$ cat src/rtl/core/pkd_pkg.sv
// ----------------------------------------------------------------------------
// Plateau peak detector package
// Field widths, register indexes and shared types.
// ----------------------------------------------------------------------------
package pkd_pkg;

   localparam int SAMPLE_WIDTH = 16;
   localparam int INDEX_WIDTH  = 16;
   localparam int CSR_ADDR_WIDTH = 2;

   // longest sequence; samples past the last index are ignored
   localparam int MAX_LENGTH = 65536;

   // configuration register indexes
   localparam logic [CSR_ADDR_WIDTH-1:0] REG_THRESHOLD_LOW  = 2'd0;
   localparam logic [CSR_ADDR_WIDTH-1:0] REG_THRESHOLD_HIGH = 2'd1;
   localparam logic [CSR_ADDR_WIDTH-1:0] REG_LIST_LIMIT     = 2'd2;

   // configuration as seen by the tracking logic
   typedef struct packed {
      logic signed [SAMPLE_WIDTH-1:0] threshold_low;
      logic signed [SAMPLE_WIDTH-1:0] threshold_high;
      logic        [INDEX_WIDTH-1:0]  list_limit;
   } pkd_cfg_type;

   // one reported peak
   typedef struct packed {
      logic        [INDEX_WIDTH-1:0]  peak_ordinal;
      logic signed [SAMPLE_WIDTH-1:0] peak_value;
      logic        [INDEX_WIDTH-1:0]  peak_position;
   } pkd_result_type;

endpackage

$ cat src/rtl/core/pkd_csr.sv
// ----------------------------------------------------------------------------
// Plateau peak detector configuration registers
// Holds the thresholds and the per-sequence peak limit.
// ----------------------------------------------------------------------------
module pkd_csr (
   input  logic                                 clock,
   input  logic                                 reset,
   input  logic                                 csr_valid,
   output logic                                 csr_ready,
   input  logic [pkd_pkg::CSR_ADDR_WIDTH-1:0]   csr_index,
   input  logic [pkd_pkg::SAMPLE_WIDTH-1:0]     csr_wdata,
   output pkd_pkg::pkd_cfg_type                 cfg
);

   pkd_pkg::pkd_cfg_type cfg_ff;
   pkd_pkg::pkd_cfg_type cfg_in;

   // writes are always accepted
   assign csr_ready = 1'b1;

   // register decode; unknown indexes are dropped
   always_comb begin
      cfg_in = cfg_ff;
      if (csr_valid) begin
         unique case (csr_index)
            pkd_pkg::REG_THRESHOLD_LOW:  cfg_in.threshold_low  = csr_wdata;
            pkd_pkg::REG_THRESHOLD_HIGH: cfg_in.threshold_high = csr_wdata;
            pkd_pkg::REG_LIST_LIMIT:     cfg_in.list_limit     = csr_wdata;
            default: cfg_in = cfg_ff;
         endcase
      end
   end

   always_ff @(posedge clock) begin
      if (reset) begin
         cfg_ff.threshold_low  <= 16'sh8000;
         cfg_ff.threshold_high <= 16'sh7fff;
         cfg_ff.list_limit     <= 16'hffff;
      end else begin
         cfg_ff <= cfg_in;
      end
   end

   assign cfg = cfg_ff;

endmodule

$ cat src/rtl/core/pkd_track.sv
// ----------------------------------------------------------------------------
// Plateau peak detector tracking logic
// Per-sequence slope/plateau state and the combinational peak decision.
// ----------------------------------------------------------------------------
module pkd_track (
   input  logic                                 clock,
   input  logic                                 reset,
   input  logic                                 step,
   input  logic signed [pkd_pkg::SAMPLE_WIDTH-1:0] sample,
   input  logic                                 first_sample,
   input  pkd_pkg::pkd_cfg_type                 cfg,
   output logic                                 peak_valid,
   output pkd_pkg::pkd_result_type              peak
);

   localparam int IW = pkd_pkg::INDEX_WIDTH;
   localparam int SW = pkd_pkg::SAMPLE_WIDTH;

   logic signed [SW-1:0] prev_ff, prev_in, prev_eff;
   logic                 rising_ff, rising_in, rising_eff;
   logic [IW-1:0]        plateau_ff, plateau_in, plateau_eff;
   logic [IW-1:0]        index_ff, index_in, index_eff;
   logic [IW-1:0]        peaks_ff, peaks_in, peaks_eff;
   logic                 stopped_ff, stopped_in, stopped_eff;

   logic signed [SW-1:0] thr_low;
   logic signed [SW-1:0] thr_high;
   logic                 flat;
   logic                 fall;
   logic                 candidate;
   logic                 in_range;
   logic                 hit;
   logic                 list_full;
   logic                 last_index;
   logic [IW-1:0]        half_run;
   logic [IW-1:0]        position;

   assign thr_low  = cfg.threshold_low;
   assign thr_high = cfg.threshold_high;

   // a first sample sees a cleared sequence
   always_comb begin
      prev_eff    = first_sample ? '0   : prev_ff;
      rising_eff  = first_sample ? 1'b0 : rising_ff;
      plateau_eff = first_sample ? '0   : plateau_ff;
      index_eff   = first_sample ? '0   : index_ff;
      peaks_eff   = first_sample ? '0   : peaks_ff;
      stopped_eff = first_sample ? 1'b0 : stopped_ff;
   end

   // slope, plateau middle and qualification
   always_comb begin
      flat       = (sample == prev_eff);
      fall       = (sample < prev_eff);
      candidate  = fall && ((plateau_eff != '0) || rising_eff);
      half_run   = IW'(({1'b0, plateau_eff} + {{IW{1'b0}}, 1'b1}) >> 1);
      position   = (plateau_eff != '0) ? (index_eff - half_run - IW'(1))
                                       : (index_eff - IW'(1));
      in_range   = (prev_eff >= thr_low) && (prev_eff <= thr_high);
      hit        = candidate && in_range && !stopped_eff;
      list_full  = (peaks_eff >= cfg.list_limit);
      last_index = (({1'b0, index_eff} + (IW+1)'(1)) >= (IW+1)'(pkd_pkg::MAX_LENGTH));
   end

   // next state
   always_comb begin
      prev_in    = prev_eff;
      rising_in  = rising_eff;
      plateau_in = plateau_eff;
      index_in   = index_eff;
      peaks_in   = peaks_eff;
      stopped_in = stopped_eff;
      if (!stopped_eff) begin
         if (flat) begin
            plateau_in = rising_eff ? (plateau_eff + IW'(1)) : '0;
         end else begin
            plateau_in = '0;
            rising_in  = !fall;
         end
         if (hit && list_full) begin
            // list is full: drop the peak and ignore the rest of the sequence
            stopped_in = 1'b1;
         end else begin
            if (hit) begin
               peaks_in = peaks_eff + IW'(1);
            end
            prev_in = sample;
            if (last_index) begin
               stopped_in = 1'b1;
            end else begin
               index_in = index_eff + IW'(1);
            end
         end
      end
   end

   always_ff @(posedge clock) begin
      if (reset) begin
         prev_ff    <= '0;
         rising_ff  <= 1'b0;
         plateau_ff <= '0;
         index_ff   <= '0;
         peaks_ff   <= '0;
         stopped_ff <= 1'b0;
      end else if (step) begin
         prev_ff    <= prev_in;
         rising_ff  <= rising_in;
         plateau_ff <= plateau_in;
         index_ff   <= index_in;
         peaks_ff   <= peaks_in;
         stopped_ff <= stopped_in;
      end
   end

   // result for this sample
   assign peak_valid         = hit && !list_full;
   assign peak.peak_position = position;
   assign peak.peak_value    = prev_eff;
   assign peak.peak_ordinal  = peaks_eff + IW'(1);

endmodule

$ cat src/rtl/core/plateau_peak_detector.sv
// ----------------------------------------------------------------------------
// Plateau peak detector
// Streams 16-bit signed samples and reports local maxima and plateau middles.
// ----------------------------------------------------------------------------
// One sample is taken per clock when the result side keeps up. A sample goes
// into an input register, is judged combinationally against the tracking
// state and any peak lands in the output register, which drives rsp_tvalid
// and rsp_tdata. Throughput is set by the single tracking update per cycle;
// a stalled result register holds the input register too.
// Configuration writes are always accepted and should be made while no
// sample is in flight.
// ----------------------------------------------------------------------------
module plateau_peak_detector (
   input  logic        clock,
   input  logic        reset,
   // sample input
   input  logic        req_tvalid,
   output logic        req_tready,
   input  logic [15:0] req_tdata,   // [15:0] sample
   input  logic        req_tuser,   // [0] first_sample
   // peak results
   output logic        rsp_tvalid,
   input  logic        rsp_tready,
   output logic [47:0] rsp_tdata,   // [15:0] peak_position, [31:16] peak_value,
                                    // [47:32] peak_ordinal
   // configuration writes
   input  logic        csr_valid,
   output logic        csr_ready,
   input  logic [1:0]  csr_index,
   input  logic [15:0] csr_wdata
);

   pkd_pkg::pkd_cfg_type    cfg;
   pkd_pkg::pkd_result_type peak;
   pkd_pkg::pkd_result_type out_ff;
   logic                    peak_valid;

   logic               in_valid_ff, in_valid_in;
   logic signed [15:0] in_sample_ff;
   logic               in_first_ff;
   logic               out_valid_ff, out_valid_in;
   logic               advance;

   pkd_csr u_csr (
      .clock     (clock),
      .reset     (reset),
      .csr_valid (csr_valid),
      .csr_ready (csr_ready),
      .csr_index (csr_index),
      .csr_wdata (csr_wdata),
      .cfg       (cfg)
   );

   pkd_track u_track (
      .clock        (clock),
      .reset        (reset),
      .step         (advance),
      .sample       (in_sample_ff),
      .first_sample (in_first_ff),
      .cfg          (cfg),
      .peak_valid   (peak_valid),
      .peak         (peak)
   );

   // input stage moves on when the output register is free or draining
   assign advance    = in_valid_ff && (!out_valid_ff || rsp_tready);
   assign req_tready = !in_valid_ff || advance;

   always_comb begin
      in_valid_in = in_valid_ff;
      if (req_tvalid && req_tready) begin
         in_valid_in = 1'b1;
      end else if (advance) begin
         in_valid_in = 1'b0;
      end
   end

   always_comb begin
      out_valid_in = out_valid_ff;
      if (advance) begin
         out_valid_in = peak_valid;
      end else if (rsp_tready) begin
         out_valid_in = 1'b0;
      end
   end

   // control flags
   always_ff @(posedge clock) begin
      if (reset) begin
         in_valid_ff  <= 1'b0;
         out_valid_ff <= 1'b0;
      end else begin
         in_valid_ff  <= in_valid_in;
         out_valid_ff <= out_valid_in;
      end
   end

   // payload registers
   always_ff @(posedge clock) begin
      if (req_tvalid && req_tready) begin
         in_sample_ff <= req_tdata;
         in_first_ff  <= req_tuser;
      end
      if (advance && peak_valid) begin
         out_ff <= peak;
      end
   end

   assign rsp_tvalid = out_valid_ff;
   assign rsp_tdata  = out_ff;

endmodule

$ cat config.mk
export PLATFORM = sky130hd
export DESIGN_NAME = plateau_peak_detector
export DESIGN_NICKNAME = d
export VERILOG_FILES = /design/src/rtl/core/pkd_pkg.sv /design/src/rtl/core/pkd_csr.sv /design/src/rtl/core/pkd_track.sv /design/src/rtl/core/plateau_peak_detector.sv
export SDC_FILE = /design/constraint.sdc
export NUM_CORES = 1
export LEC_CHECK = 0
export ABC_AREA = 1
export BUFFER_PORTS_ARGS = -buffer_cell sky130_fd_sc_hd__buf_4
export CAP_MARGIN = 30
export CORE_MARGIN = 5
export CORE_UTILIZATION = 55
export DETAILED_ROUTE_END_ITERATION = 6
export GPL_TIMING_DRIVEN = 0
export PLACE_DENSITY = 0.8
export SETUP_SLACK_MARGIN = 0.05
export SYNTH_ARGS = -nofsm -noshare
export SYNTH_HDL_FRONTEND = slang
export SYNTH_SLANG_ARGS = --single-unit
export TNS_END_PERCENT = 50
$ cat constraint.sdc
create_clock -name clock -period 12.67 [get_ports clock]
set_clock_uncertainty 0.2 [all_clocks]
set_input_delay 2.534 -clock clock [delete_from_list [all_inputs] [get_ports clock]]
set_output_delay 2.534 -clock clock [all_outputs]
set_load 0.1 [all_outputs]
==> metrics.md <==
| Metric | Value |
|---|---|
| Postcts setup bufs | 0 |
| Unique masters post-synth | 54 |
| Max-cap check violation count | 0 |
| Primary FF master, synth | dfxtp_1 |
| Core area | 19300 sq um |
| Die Ht | 150 um |
| Pre-CTS setup slack | 6.89 ns |
| Worst-path maximum fanout | 3 |
| Min-Delay Path Class | reg -> reg |
| CP arrival | 3.05 ns |
| First-pass GRT wire length | 46700 um |
| Longest Clk Path Bufs | 2 |
| Leakage | 5.65 nW |
| Reg2reg end | rsp_tdata[31] |
| R2r setup slk | 7.38 ns |
| Cell family with most CP delay | buffers and inverters |
| Worst setup margin | 6.89 ns |
| Dpl hpwl | 21900 um |
| Hold-fix buffers, CTS | 0 |
| Vias in the first global route | 9278 |
| Fmax achieved | 173 MHz |
| Worst Tran Pin Value | 0.733 ns |
| DRC viols | 0 |
| Synthesized cell area | 10700 sq um |
| N_diodes | 0 |
| Non-filler cells, final | 1777 |
| Syn Nets | 1512 |
| Cell Chain, Critical Path | buf_4 > inv_1 > nand3_1 > buf_4 |
| Routed Antenna Nets | 0 |
| Starting Density | 55.4% |
| CTS Buf Count | 17 |
| FF-to-FF path depth | 17 |
| Wirelength, routed | 28900 um |
| Setup_tns | 0 ns |
| Endpoint class of the critical path | output port |
| Hold depth | 2 |
| IO Count | 91 |
| Routed vias/inst | 5.55 |
| Largest stage delay, worst path | 0.25 ns |
| Total global routing overflow | 0 |
| Share of layout cells above drive strength 1 | 11.7% |
| Max-slew violation count | 0 |
| WP buf/inv | 3 |
| I/O Buffers | 88 |
| Req. time, crit path | 9.94 ns |
| Outcome | finished, final reports clean |
| Via count | 9858 |
| DR WL/cell | 16.3 um |
| Clk slew on worst S/H paths | 0.07 ns |
| CP Class | in -> out |
| RSZ-0062 raised after global routing | no |
| Share of async-settable or async-resettable flops after synthesis | 0% |
| Power Density | 117 nW/um^2 |
| HP Start | u_csr.cfg[42] |
| Fin crit period | 5.78 ns |
| Crit share post-route | 45.7% |
| Cells after Synth | 1391 |
| Peak VDD IR | 99.4 uV |
| Cell mode on critical path | buf_4 |
| Crit-path slowest cell | buf_4 |
| Final setup fails | 0 |
| Tot GR Track Use | 26.2% |
| Post_cts resized | 0 |
| Clock Root Buffer | clkbuf_16 |
| Seq/Total Area, Yosys | 39.9% |
| Yosys top cell area share | 21.7% |
| DIE AREA | 22400 sq um |
| Yosys warns | 0 |
| Hold Fails Final Rpt | 0 |
| GP Congestion | 0.950 |
| Cell count after placement | 1745 |
| EDFF count, synth | 65 |
| Clk_lat worst skew | 0.44 ns |
| CTS tree | built |
| Yosys top cell by area | dfxtp_1 |
| Row count | 51 |
| Chip width | 150 um |
| Layout area overhead | 15.5% |
| Fin nets | 1620 |
| Largest net degree at the start of global routing | 31 |
| Synth Register Bits | 181 |
| Worst slew margin | 51.1% |
| Layout fillers | 1669 |
| Htree depth | 4 |
| FF-to-FF Start | in_first_ff |
| Critical Path Source Type | primary input |
| Synth area leaders | dfxtp_1 (22%), edfxtp_1 (18%), nand2_1 (9.6%) |
| Hold endpoint | u_csr.cfg[42] |
| CTS Sinks | 181 |
| 1st-iter DRT viols | 939 |
| Drt first pass iters | 6 |
| Post-Syn Area per Cell | 7.70 sq um |
| Initial antenna violation count | 0 |
==> metal layers <==
metal	routed length (um)	vias up	part of all wire, %	track usage, %
li1	-	4839	-	-
met1	13000	4567	45	36.3
met2	13000	392	45	41.8
met3	2090	60	7.2	4.30
met4	847	0	2.9	9.24
met5	0	-	0	0
==> final cells by class <==
type	instances	area (sq um)	area share (%)
Buffer	51	245	1.98
Clock buffer	20	500	4.04
Clock inverter	12	144	1.16
Inverter	213	802	6.48
Multi-Input combinational cell	946	5400	43.6
Sequential cell	181	4270	34.5
Tap cell	265	332	2.68
Timing Repair Buffer	89	681	5.50
==> worst max path at each step <==
stage | endpoint | cells past startpoint | slack, ns | start
after CTS | req_tready | 4 | 6.88 | rsp_tready
final | req_tready | 4 | 6.89 | rsp_tready
after detailed placement | req_tready | 4 | 6.89 | rsp_tready
after floorplan | req_tready | 2 | 6.59 | rsp_tready
after global placement | rsp_tdata[31] | 16 | 6.30 | in_first_ff
after global routing | req_tready | 4 | 6.83 | rsp_tready
==> flip-flops by register name, summed over array words and instances, names as in the netlist <==
name and count:
rsp_tdata 48, u_track.peaks_ff 16, u_track.prev_ff 16, u_csr.cfg 48
u_track.stopped_ff 1, in_sample_ff 16, u_track.index_ff 16, u_track.plateau_ff 16
in_valid_ff 1, u_track.rising_ff 1, rsp_tvalid 1, in_first_ff 1
==> synthesized netlist by cell type, types with 13 or more instances <==
cell        n
a21oi_1   131
clkbuf_1   37
dfxtp_1   116
edfxtp_1   65
ha_1       80
inv_1     207
nand2_1   274
nand3_1    64
nand4_1    30
nor2_1    118
nor3_1     13
o211ai_1   33
o21ai_0    73
xor2_1     25
==> cell usage in the layout, fill, tap and decap left out, types with 30 or more instances in the layout <==
cell type,instances
edfxtp_1,65
a21oi_1,131
o21ai_0,73
nand2_1,274
buf_4,89
ha_1,80
nand3_1,64
o211ai_1,33
nand4_1,30
dfxtp_1,116
clkbuf_1,37
inv_1,207
nor2_1,118
==> where the power goes <==
part / leakage [nW] / switching (mW) / internal, mW
Sequential: 1.51 / 0.0126 / 0.631
Combinational: 3.82 / 0.168 / 0.0680
Clock: 0.316 / 0.255 / 0.316
Total: 5.65 / 0.435 / 1.01
==> per-stage QoR <==
stage | power, mW | instance area [sq um] | util [%] | hold WS (ns)
2_1_floorplan | 0.820 | 10700 | - | 0.235
3_5_place_dp | 0.889 | 11700 | 60.7 | 0.255
5_1_grt | 1.51 | 12400 | 64.0 | 0.281
4_1_cts | 1.45 | 12400 | 64.0 | 0.264
3_3_place_gp | 0.883 | 11700 | 60.5 | 0.248
6_report | 1.45 | 12400 | 64.0 | 0.264
==> tightest hold or removal path, stage by stage, from the launching register on <==
cell and delay, ns:
dfxtp_1 0.30, inv_1 0.06, a21oi_1 0.06
==> cell families after synthesis <==
family / count (synthesis) / share of synthesized area (%)
AOI/OAI and AO/OA: 275 / 14.4
adders and majority gates: 81 / 9.53
xor gates and xnor gates: 36 / 2.94
buffers and inverters: 264 / 9.77
other: 1 / 0.0350
and+or+nand+nor: 553 / 23.4
DFF: 181 / 39.9
Note: power is estimated with default switching activity, not from simulation.
